<file path="config.mk">
export PLATFORM = sky130hd
export DESIGN_NAME = button_debounce_long_press_core_flat
export DESIGN_NICKNAME = d
export VERILOG_FILES = /design/src/hw/rtl/bdlp_pkg.sv /design/src/hw/rtl/bdlp_in_if.sv /design/src/hw/rtl/bdlp_out_if.sv /design/src/hw/rtl/bdlp_cfg_if.sv /design/src/hw/rtl/button_debounce_long_press_core.sv /design/src/flat_wrapper.sv
export SDC_FILE = /design/constraint.sdc
export NUM_CORES = 1
export LEC_CHECK = 0
export BUFFER_PORTS_ARGS = -buffer_cell sky130_fd_sc_hd__clkbuf_2
export CAP_MARGIN = 20
export CORE_MARGIN = 1
export CORE_UTILIZATION = 55
export CTS_CLUSTER_DIAMETER = 60
export DETAILED_ROUTE_END_ITERATION = 8
export PLACE_DENSITY = 0.75
export SETUP_SLACK_MARGIN = 0.4
export SLEW_MARGIN = 20
export SYNTH_ARGS = -nofsm -noshare
export SYNTH_HDL_FRONTEND = slang
export SYNTH_SLANG_ARGS = --single-unit
</file>
<file path="constraint.sdc">
create_clock -name i_clk -period 4.15 [get_ports i_clk]
set_input_delay 0.415 -clock i_clk [delete_from_list [all_inputs] [get_ports i_clk]]
set_output_delay 0.415 -clock i_clk [all_outputs]
set_load 0.01 [all_outputs]
</file>
<file path="src/hw/rtl/bdlp_pkg.sv">
// Shared widths, register indexes and reset values for the button debouncer.
package bdlp_pkg;

    localparam int unsigned TIME_W = 32;
    localparam int unsigned CFG_DATA_W = 16;
    localparam int unsigned CFG_IDX_W = 8;
    localparam int unsigned COUNT_W = 32;

    localparam logic [CFG_IDX_W-1:0] REG_DEBOUNCE_TIME = 8'd0;
    localparam logic [CFG_IDX_W-1:0] REG_LONG_PRESS_TIME = 8'd1;

    localparam logic [CFG_DATA_W-1:0] DEBOUNCE_TIME_RESET = 16'd50;
    localparam logic [CFG_DATA_W-1:0] LONG_PRESS_TIME_RESET = 16'd1000;

    typedef logic [TIME_W-1:0] t_time;
    typedef logic [COUNT_W-1:0] t_count;

endpackage

</file>
<file path="src/hw/rtl/bdlp_in_if.sv">
// Sample channel: raw button level, timestamp and click counter clear.
interface bdlp_in_if
    import bdlp_pkg::*;
();
    logic  valid;
    logic  ready;
    logic  raw_level;
    t_time now_ms;
    logic  clear_clicks;

    modport source (output valid, output raw_level, output now_ms, output clear_clicks,
                    input ready);
    modport sink (input valid, input raw_level, input now_ms, input clear_clicks,
                  output ready);
endinterface

</file>
<file path="src/hw/rtl/bdlp_out_if.sv">
// Result channel: event flags, debounced level, click count and hold time.
interface bdlp_out_if
    import bdlp_pkg::*;
();
    logic   valid;
    logic   ready;
    logic   press_event;
    logic   long_event;
    logic   release_event;
    logic   click_event;
    logic   is_held;
    t_count clicks;
    t_time  hold_time;

    modport source (output valid, output press_event, output long_event,
                    output release_event, output click_event, output is_held,
                    output clicks, output hold_time, input ready);
    modport sink (input valid, input press_event, input long_event,
                  input release_event, input click_event, input is_held,
                  input clicks, input hold_time, output ready);
endinterface

</file>
<file path="src/hw/rtl/bdlp_cfg_if.sv">
// Configuration write channel: register index and write data.
interface bdlp_cfg_if
    import bdlp_pkg::*;
();
    logic                  valid;
    logic                  ready;
    logic [CFG_IDX_W-1:0]  index;
    logic [CFG_DATA_W-1:0] data;

    modport source (output valid, output index, output data, input ready);
    modport sink (input valid, input index, input data, output ready);
endinterface

</file>
<file path="src/hw/rtl/button_debounce_long_press_core.sv">
// Button debouncer with long press detection, one sample in and one result out per item.
//
//  Channel   Direction  Contents
//  i_sample  in         raw_level, now_ms, clear_clicks
//  o_result  out        press/long/release/click events, is_held, clicks, hold_time
//  i_cfg     in         index, data (debounce_time, long_press_time)
//
// An item passes from acceptance through an input register, then the phase update
// with two subtract-and-compare paths into the result register.
// A new item is accepted every cycle while the result side keeps up.
// When the result is stalled, the input register still takes one more item.
// Synchronous reset returns the phase to released and clears all counts.
// Configuration writes are always accepted.
module button_debounce_long_press_core
    import bdlp_pkg::*;
(
    input  logic       i_clk,
    input  logic       i_rst_n,
    bdlp_in_if.sink    i_sample,
    bdlp_out_if.source o_result,
    bdlp_cfg_if.sink   i_cfg
);

    localparam logic [2:0] PH_RELEASED    = 3'd0;
    localparam logic [2:0] PH_DEB_PRESS   = 3'd1;
    localparam logic [2:0] PH_PRESSED     = 3'd2;
    localparam logic [2:0] PH_LONG        = 3'd3;
    localparam logic [2:0] PH_DEB_RELEASE = 3'd4;

    logic [CFG_DATA_W-1:0] r_debounce_time;
    logic [CFG_DATA_W-1:0] r_long_press_time;

    logic  r_in_valid;
    logic  r_in_level;
    t_time r_in_now;
    logic  r_in_clear;

    logic [2:0] r_phase, n_phase;
    t_time      r_change_stamp, n_change_stamp;
    t_time      r_press_stamp, n_press_stamp;
    logic       r_long_seen, n_long_seen;
    logic       r_held, n_held;
    t_count     r_click_total, n_click_total;

    logic n_ev_press, n_ev_long, n_ev_rel, n_ev_click;

    logic  r_out_valid;
    logic  r_out_press, r_out_long, r_out_rel, r_out_click, r_out_held;
    t_count r_out_clicks;
    t_time  r_out_hold;

    logic  advance;
    t_time since_change;
    t_time since_press;
    logic  debounce_done;
    logic  long_done;

    assign advance = r_in_valid && (!r_out_valid || o_result.ready);
    assign i_sample.ready = !r_in_valid || advance;
    assign i_cfg.ready = 1'b1;

    always_ff @(posedge i_clk) begin
        if (!i_rst_n) begin
            r_debounce_time <= DEBOUNCE_TIME_RESET;
            r_long_press_time <= LONG_PRESS_TIME_RESET;
        end else if (i_cfg.valid) begin
            case (i_cfg.index)
                REG_DEBOUNCE_TIME: r_debounce_time <= i_cfg.data;
                REG_LONG_PRESS_TIME: r_long_press_time <= i_cfg.data;
                default: ;
            endcase
        end
    end

    always_ff @(posedge i_clk) begin
        if (!i_rst_n) begin
            r_in_valid <= 1'b0;
        end else if (i_sample.ready) begin
            r_in_valid <= i_sample.valid;
        end
    end

    always_ff @(posedge i_clk) begin
        if (i_sample.valid && i_sample.ready) begin
            r_in_level <= i_sample.raw_level;
            r_in_now <= i_sample.now_ms;
            r_in_clear <= i_sample.clear_clicks;
        end
    end

    assign since_change = r_in_now - r_change_stamp;
    assign since_press = r_in_now - r_press_stamp;
    assign debounce_done = since_change >= {{(TIME_W-CFG_DATA_W){1'b0}}, r_debounce_time};
    assign long_done = since_press >= {{(TIME_W-CFG_DATA_W){1'b0}}, r_long_press_time};

    always_comb begin
        n_phase = r_phase;
        n_change_stamp = r_change_stamp;
        n_press_stamp = r_press_stamp;
        n_long_seen = r_long_seen;
        n_held = r_held;
        n_click_total = r_click_total;
        n_ev_press = 1'b0;
        n_ev_long = 1'b0;
        n_ev_rel = 1'b0;
        n_ev_click = 1'b0;
        case (r_phase)
            PH_DEB_PRESS: begin
                if (!r_in_level) begin
                    n_phase = PH_RELEASED;
                end else if (debounce_done) begin
                    n_phase = PH_PRESSED;
                    n_held = 1'b1;
                    n_press_stamp = r_in_now;
                    n_long_seen = 1'b0;
                    n_ev_press = 1'b1;
                end
            end
            PH_PRESSED: begin
                if (!r_in_level) begin
                    n_phase = PH_DEB_RELEASE;
                    n_change_stamp = r_in_now;
                end else if (!r_long_seen && long_done) begin
                    n_phase = PH_LONG;
                    n_long_seen = 1'b1;
                    n_ev_long = 1'b1;
                end
            end
            PH_LONG: begin
                if (!r_in_level) begin
                    n_phase = PH_DEB_RELEASE;
                    n_change_stamp = r_in_now;
                end
            end
            PH_DEB_RELEASE: begin
                if (r_in_level) begin
                    n_phase = r_long_seen ? PH_LONG : PH_PRESSED;
                end else if (debounce_done) begin
                    n_phase = PH_RELEASED;
                    n_held = 1'b0;
                    n_ev_rel = 1'b1;
                    if (!r_long_seen) begin
                        n_ev_click = 1'b1;
                        n_click_total = r_click_total + 1'b1;
                    end
                end
            end
            default: begin
                n_phase = PH_RELEASED;
                if (r_in_level) begin
                    n_phase = PH_DEB_PRESS;
                    n_change_stamp = r_in_now;
                end
            end
        endcase
    end

    always_ff @(posedge i_clk) begin
        if (!i_rst_n) begin
            r_phase <= PH_RELEASED;
            r_change_stamp <= '0;
            r_press_stamp <= '0;
            r_long_seen <= 1'b0;
            r_held <= 1'b0;
            r_click_total <= '0;
        end else if (advance) begin
            r_phase <= n_phase;
            r_change_stamp <= n_change_stamp;
            r_press_stamp <= n_press_stamp;
            r_long_seen <= n_long_seen;
            r_held <= n_held;
            r_click_total <= r_in_clear ? '0 : n_click_total;
        end
    end

    always_ff @(posedge i_clk) begin
        if (!i_rst_n) begin
            r_out_valid <= 1'b0;
        end else if (advance) begin
            r_out_valid <= 1'b1;
        end else if (o_result.ready) begin
            r_out_valid <= 1'b0;
        end
    end

    always_ff @(posedge i_clk) begin
        if (advance) begin
            r_out_press <= n_ev_press;
            r_out_long <= n_ev_long;
            r_out_rel <= n_ev_rel;
            r_out_click <= n_ev_click;
            r_out_held <= n_held;
            r_out_clicks <= n_click_total;
            r_out_hold <= (n_held && !n_ev_press) ? since_press : '0;
        end
    end

    assign o_result.valid = r_out_valid;
    assign o_result.press_event = r_out_press;
    assign o_result.long_event = r_out_long;
    assign o_result.release_event = r_out_rel;
    assign o_result.click_event = r_out_click;
    assign o_result.is_held = r_out_held;
    assign o_result.clicks = r_out_clicks;
    assign o_result.hold_time = r_out_hold;

    a_held_matches_phase: assert property (@(posedge i_clk) disable iff (!i_rst_n)
        r_held == (r_phase == PH_PRESSED || r_phase == PH_LONG || r_phase == PH_DEB_RELEASE))
        else $error("Debounced level disagrees with the phase.");

    a_long_phase_seen: assert property (@(posedge i_clk) disable iff (!i_rst_n)
        (r_phase == PH_LONG) |-> r_long_seen)
        else $error("Long press phase entered without the long press being recorded.");

    a_click_needs_release: assert property (@(posedge i_clk) disable iff (!i_rst_n)
        (r_out_valid && r_out_click) |-> (r_out_rel && !r_out_held))
        else $error("Click reported without a confirmed release.");

    a_hold_zero_released: assert property (@(posedge i_clk) disable iff (!i_rst_n)
        (r_out_valid && !r_out_held) |-> (r_out_hold == '0))
        else $error("Hold time is non-zero while the button is released.");

    a_single_event: assert property (@(posedge i_clk) disable iff (!i_rst_n)
        r_out_valid |-> $onehot0({r_out_press, r_out_long, r_out_rel}))
        else $error("More than one of press, long press and release on one item.");

endmodule

</file>
<file path="src/flat_wrapper.sv">
// flat-port wrapper written by rule: the top's interface ports become plain ports
module button_debounce_long_press_core_flat import bdlp_pkg::*;
  (i_clk, i_rst_n, i_sample_valid, i_sample_raw_level, i_sample_now_ms, i_sample_clear_clicks, i_sample_ready, o_result_valid, o_result_press_event, o_result_long_event, o_result_release_event, o_result_click_event, o_result_is_held, o_result_clicks, o_result_hold_time, o_result_ready, i_cfg_valid, i_cfg_index, i_cfg_data, i_cfg_ready);
  bdlp_in_if i_sample_i ();
  bdlp_out_if o_result_i ();
  bdlp_cfg_if i_cfg_i ();
  input  logic i_clk;
  input  logic i_rst_n;
  input wire logic [$bits(i_sample_i.valid)-1:0] i_sample_valid;
  input wire logic [$bits(i_sample_i.raw_level)-1:0] i_sample_raw_level;
  input wire logic [$bits(i_sample_i.now_ms)-1:0] i_sample_now_ms;
  input wire logic [$bits(i_sample_i.clear_clicks)-1:0] i_sample_clear_clicks;
  output wire logic [$bits(i_sample_i.ready)-1:0] i_sample_ready;
  output wire logic [$bits(o_result_i.valid)-1:0] o_result_valid;
  output wire logic [$bits(o_result_i.press_event)-1:0] o_result_press_event;
  output wire logic [$bits(o_result_i.long_event)-1:0] o_result_long_event;
  output wire logic [$bits(o_result_i.release_event)-1:0] o_result_release_event;
  output wire logic [$bits(o_result_i.click_event)-1:0] o_result_click_event;
  output wire logic [$bits(o_result_i.is_held)-1:0] o_result_is_held;
  output wire logic [$bits(o_result_i.clicks)-1:0] o_result_clicks;
  output wire logic [$bits(o_result_i.hold_time)-1:0] o_result_hold_time;
  input wire logic [$bits(o_result_i.ready)-1:0] o_result_ready;
  input wire logic [$bits(i_cfg_i.valid)-1:0] i_cfg_valid;
  input wire logic [$bits(i_cfg_i.index)-1:0] i_cfg_index;
  input wire logic [$bits(i_cfg_i.data)-1:0] i_cfg_data;
  output wire logic [$bits(i_cfg_i.ready)-1:0] i_cfg_ready;
  assign i_sample_i.valid = i_sample_valid;
  assign i_sample_i.raw_level = i_sample_raw_level;
  assign i_sample_i.now_ms = i_sample_now_ms;
  assign i_sample_i.clear_clicks = i_sample_clear_clicks;
  assign i_sample_ready = i_sample_i.ready;
  assign o_result_valid = o_result_i.valid;
  assign o_result_press_event = o_result_i.press_event;
  assign o_result_long_event = o_result_i.long_event;
  assign o_result_release_event = o_result_i.release_event;
  assign o_result_click_event = o_result_i.click_event;
  assign o_result_is_held = o_result_i.is_held;
  assign o_result_clicks = o_result_i.clicks;
  assign o_result_hold_time = o_result_i.hold_time;
  assign o_result_i.ready = o_result_ready;
  assign i_cfg_i.valid = i_cfg_valid;
  assign i_cfg_i.index = i_cfg_index;
  assign i_cfg_i.data = i_cfg_data;
  assign i_cfg_ready = i_cfg_i.ready;
  button_debounce_long_press_core u_core (.i_clk(i_clk), .i_rst_n(i_rst_n), .i_sample(i_sample_i), .o_result(o_result_i), .i_cfg(i_cfg_i));
endmodule
</file>
### Yosys cells after proc, flatten, opt, wreduce, memory -nomap -nowiden

Cells that the tools add are included.

| word-level totals | value |
|---|---|
| register bits | 238 |
| output and inout port bits | 72 |
| bits of input ports | 63 |

| cells by class | value |
|---|---|
| $add $sub $neg | 3 |
| order comparisons | 2 |
| muxes and demuxes | 35 |
| reductions and logical operators | 25 |
| bitwise operators | 3 |
| equality and inequality tests | 14 |

Operators by type and width:

| cell | count |
|---|---|
| $mux W32 | 7 |
| $ge A32 B16 Y1 | 2 |
| $pmux W32 S2 | 1 |
| $sub A32 B32 Y32 | 2 |
| $add A32 B1 Y32 const B | 1 |
| $mux W3 | 7 |
| $mux W1 | 17 |
| $pmux W3 S4 | 1 |
| $eq A8 B1 Y1 const B | 1 |
| $logic_not A8 Y1 | 1 |
| $ne A2 B1 Y1 const B | 4 |
| $reduce_and A4 Y1 | 2 |
| $eq A3 B2 Y1 const B | 2 |
| $ne A3 B3 Y1 const B | 2 |
| $reduce_and A2 Y1 | 3 |
| $reduce_and A6 Y1 | 1 |
| $reduce_bool A2 Y1 | 3 |
| $reduce_or A2 Y1 | 3 |
| $reduce_and A5 Y1 | 1 |
| $logic_and A1 B1 Y1 | 4 |
| $logic_not A1 Y1 | 4 |
| $ne A2 B2 Y1 const B | 2 |
| $pmux W1 S2 | 2 |
| $eq A3 B1 Y1 const B | 1 |
| 5 further kinds | 8 |

### Logic depth before layout (Yosys ltp)

| depth | value |
|---|---|
| depth after elaboration | 7 |
| depth in mapped cells | 22 |
| mapped depth without buffers | 21 |

### Worst setup path after synthesis

No wires, ideal clock.

| timing | value |
|---|---|
| kind | flip-flop to flip-flop |
| from | register u_core.r_in_now[1] |
| to | register u_core.r_out_held (netlist: u_core.o_result.is_held) (data pin) |
| stages on the path, launching flop included | 21 |
| path buffers | 3 |
| setup slack | -0.014 ns |
| clock period less this slack | 4.164 ns |
| arrival | 3.903 ns |
| cells stage by stage | edfxtp_1 > ha_1 > nor2b_1 > o2111a_1 > o21a_1 > o21ai_0 > nand2b_1 > a31oi_1 > xnor2_1 > ha_1 > a21oi_1 > o221a_2 > o22a_1 > nand4_1 > a2111oi_0 > nand4_1 > buf_4 > buf_6 > buf_6 > a41oi_1 > nor3_1 |

| between the ends | value |
|---|---|
| longest elaborated chain between the ends | 5 |

Ends and longest elaborated chain:

| item | line | source |
|---|---|---|
| start, declared | button_debounce_long_press_core.sv:35 | `t_time r_in_now;` |
| start signal, assigned | button_debounce_long_press_core.sv:86 | `r_in_now <= i_sample.now_ms;` |
| $sub A32 B32 Y32 * | button_debounce_long_press_core.sv:91 | `assign since_change = r_in_now - r_change_stamp;` |
| $ge A32 B16 Y1 * | button_debounce_long_press_core.sv:93 | `assign debounce_done = since_change >= {{(TIME_W-CFG_DATA_W){1'b0}}, r_debounce_time};` |
| $mux W1, on equally long branches | button_debounce_long_press_core.sv:138, button_debounce_long_press_core.sv:111 |  |
| $mux W1, on equally long branches | button_debounce_long_press_core.sv:136, button_debounce_long_press_core.sv:109 |  |
| $pmux W1 S2 * | button_debounce_long_press_core.sv:107 | `case (r_phase)` |
| named net u_core.n_held | button_debounce_long_press_core.sv:42 | `logic r_held, n_held;` |
| end signal, assigned | button_debounce_long_press_core.sv:192 | `r_out_held <= n_held;` |
| end, declared | button_debounce_long_press_core.sv:48 | `logic r_out_press, r_out_long, r_out_rel, r_out_click, r_out_held;` |

The timed path passes the listed nets; every way through them passes the cells marked *.
A chain may end at the register's enable or synchronous reset.

### Worst setup path after layout

| timing | value |
|---|---|
| from | register u_core.r_in_now[1] |
| to | register u_core.r_press_stamp[17] |

| between the ends | value |
|---|---|
| longest elaborated chain between the ends | 3 |

Ends and longest elaborated chain:

| item | line | source |
|---|---|---|
| $sub A32 B32 Y32 | button_debounce_long_press_core.sv:91 |  |
| $ge A32 B16 Y1 | button_debounce_long_press_core.sv:93 |  |
| $reduce_and A4 Y1 (no line) | n/a |  |
| end signal, assigned | button_debounce_long_press_core.sv:169 | `r_press_stamp <= n_press_stamp;` |
| end, declared | button_debounce_long_press_core.sv:40 | `t_time r_press_stamp, n_press_stamp;` |

No other way between the ends.

==> impl_metrics.yaml <==
sta:
  hold_violations: 0
  hold_ws_ps: 50.3
  worst_pin_slew_ps: 1290
  fin_crit_sh: 1.05
  clock.fmax_ghz: 0.230
  grt_setup_unrepaired: "yes"
  slew_viol_final: 0
  relSlewSlack: 0.141
  setup-violations-final: 126
  skew_ps: 27.4
  period_needed_ps: 4350
  worst_slack_ps: -200
floorplan:
  die_h_um: 163
  initial_utilization: 0.562
  die_w_um: 163
  rows: 58
  core_area_mm2: 0.0253
  die_area_mm2: 0.0264
  io_pins: 135
global_routing:
  grt_pass1_wl_mm: 61.7
  grt_max_degree: 74
  grt_pass1_vias: 12225
  grtUsageTotal: 0.292
  overflow: 0
  antenna_found_initial: 0
cts:
  cts.sinks: 238
  cts.clk_slew.worst_paths_ps: 60
  cts_buffers: 27
  cts_tree: "done"
  cts_buffer_depth: 3
  postCtsHoldBufs: 0
  h-tree-depth: 1
  root_buffer: "clkbuf_16"
  clkLatencyLatePin_ps: 560
synth:
  yosysTopAreaCellShare: 0.218
  yosysWarnings: 0
  postSynthCellCount: 1554
  async_flop_share: 0
  synth-seq-area-share: 0.408
  ys_seq_elements: 238
  netlist_area_mm2: 0.0142
  synthFlopType: "dfxtp_1"
  yosysTopAreaCell: "edfxtp_1"
  syn_avg_cell_area_um2: 9.13
  synth.distinct_cells: 79
  yosys-top-cells-area: "edfxtp_1, dfxtp_1, ha_1, mux2i_1, nor2_1"
  synth_nets: 1714
  synth_edf_count: 103
route:
  drt-pass1-iter-count: 7
  wirelength_mm: 40.6
  ant_nets: 0
  vias: 12852
  drc: 0
  drtIter0Drc: 1012
  vias_per_cell: 5.87
  avgRoutedWirePerCell_um: 18.5
critical_path:
  critPathKind: "flip-flop to flip-flop"
  reg2reg_slack_ps: -200
  crit_required_ps: 4540
  cp_max_fo: 5
  end_kind: "flip-flop"
  crit_path_cell_trace: "ha_1, nor2b_4, o2111a_1, o21a_1, o21ai_1, nand2b_1, a31oi_1, xnor2_1, ha_1, nand4_1, o221a_2, o22a_1, nand4_1, a2111oi_2, nand4_1, buf_6, nor4b_4, buf_4, buf_8, buf_12, mux2i_1, nor2_1"
  path_common_cell: "nand4_1"
  crit_arrival_ps: 4740
  cp_slowest_cell: "edfxtp_1"
  slowest_delay_ps: 430
  startpoint_type: "flip-flop"
finish:
  drive_gt1_frac: 0.269
  multi_input_area_mm2: 0.00844
  regArea_mm2: 0.00580
  antenna_cells: 0
  final_nets: 2001
  syn2layout_area_growth_pct: 30.8
  fillers: 1781
place:
  numPortBuffers: 133
  gp_congestion: 0.916
  dpl_worst_slack_ps: -296
  dp_hpwl_mm: 27.1
run_status:
  violations: "setup timing"
  run_status: "finished, violations left"
power_and_ir_drop:
  leakagePower_nw: 7.64
  vdd_drop_max_mv: 0.374
  powerDensity_mw_per_mm2: 331
run:
  cap_viol_max_count: 0
hold_path:
  hold_class: "primary input to flip-flop"
[flip-flops by register name, summed over array words and instances, names as in the netlist, 3 cells and up]
signal / cells
u_core.o_result.clicks: 32
u_core.o_result.hold_time: 32
u_core.r_change_stamp: 32
u_core.r_click_total: 32
u_core.r_in_now: 32
u_core.r_press_stamp: 32
u_core.r_debounce_time: 16
u_core.r_long_press_time: 16
u_core.r_phase: 3
[report_power, final]
group | internal (mW) | total, mW | switching [mW]
clock | 1.61 | 2.60 | 0.987
sequential | 2.51 | 2.55 | 0.0415
combinational | 0.431 | 1.00 | 0.573
total | 4.55 | 6.15 | 1.60
[through the flow]
| stage | util | instance area [µm²] | std cells | power, mW | setup TNS (ps) |
|---|---|---|---|---|---|
| final | 0.735 | 18600 | 2191 | 6.15 | -11170 |
| after detailed placement | 0.639 | 16100 | 2087 | 3.54 | -15430 |
| after floorplan | - | 14300 | 1554 | 3.19 | 0 |
| after global placement | 0.639 | 16100 | 2087 | 3.51 | -6760 |
| after CTS | 0.718 | 18100 | 2177 | 6.15 | -7780 |
| after global routing | 0.735 | 18600 | 2191 | 6.37 | -45400 |
[per-layer routing]
| layer | share of wire | GRT usage | up-vias |
|---|---|---|---|
| met5 | 0 | 0 | - |
| met4 | 0.028 | 0.0862 | 0 |
| met1 | 0.43 | 0.380 | 6079 |
| met2 | 0.48 | 0.510 | 528 |
| li1 | - | - | 6152 |
| met3 | 0.057 | 0.0293 | 93 |
[critical path: cells and delay by family (launching register included)]
| family | cells | cell delay (ps) |
|---|---|---|
| muxes | 1 | 210 |
| DFF | 1 | 430 |
| xor gates and xnor gates | 1 | 100 |
| adders and majority gates | 2 | 640 |
| buffers and inverters | 4 | 590 |
| and+or+nand+nor | 7 | 960 |
| AOI/OAI and AO/OA | 7 | 1250 |
[final timing paths]
check,startpoint,endpoint,depth (start not counted)
setup reg to reg,u_core.r_in_now[1],u_core.r_press_stamp[17],22
setup / recovery,u_core.r_in_now[1],u_core.r_press_stamp[17],22
hold reg to reg,u_core.r_click_total[24],u_core.r_click_total[24],1
hold / removal,i_sample_now_ms[0],u_core.r_in_now[0],1
[cell usage after synthesis, types with 7 or more instances]
master	n
and3_1	23
nor3_1	17
a21o_1	21
xor2_1	36
nand3_1	30
and4_1	9
dfxtp_1	135
or3_1	8
ha_1	95
o21ai_1	14
o21ai_0	62
a31oi_1	21
a211oi_1	17
inv_1	121
or4_1	10
nor2_1	187
nand2b_1	16
o211ai_1	19
o211a_1	12
mux2i_1	99
xnor2_1	41
nand2_1	118
o21bai_1	7
clkbuf_1	49
nor2b_1	17
edfxtp_1	103
a21oi_1	105
buf_2	9
and2_1	14
nand4_1	29
[cell usage in the layout (no fill, tap or decap), types with 91 or more instances in the layout]
cell type,instances
nand2_1,106
nor2_1,165
a21oi_1,96
buf_4,138
dfxtp_1,135
clkbuf_2,133
ha_1,91
mux2i_1,96
inv_1,119
edfxtp_1,103
[layout make-up]
class | instances | share of cell area
clock buffers | 34 | 0.0389
clock inverters | 15 | 0.0133
inverters | 122 | 0.0251
multi-input cells | 1130 | 0.455
flip-flops and latches | 238 | 0.312
well taps | 330 | 0.0222
repair buffers | 322 | 0.134
[kinds of logic (layout without fill, tap and decap cells)]
kind of cell,Yosys count,after routing,synth area share
simple gates,508,508,0.172
compound gates,347,347,0.163
xor+xnor,77,77,0.0475
other cells,1,1,0.000264
mux,100,100,0.0706
fa+ha+maj,97,97,0.0866
flops,238,238,0.408
buf+inv,186,493,0.0518
[timing repair]
item                       CTS  global route
setup endpoints to repair  138           138
hold endpoints to repair     0             0
cloned                       8             0
pin swaps                   30            29
setup buffers               33            14
gates resized for setup    140            64
(Power assumes the default switching activity.)
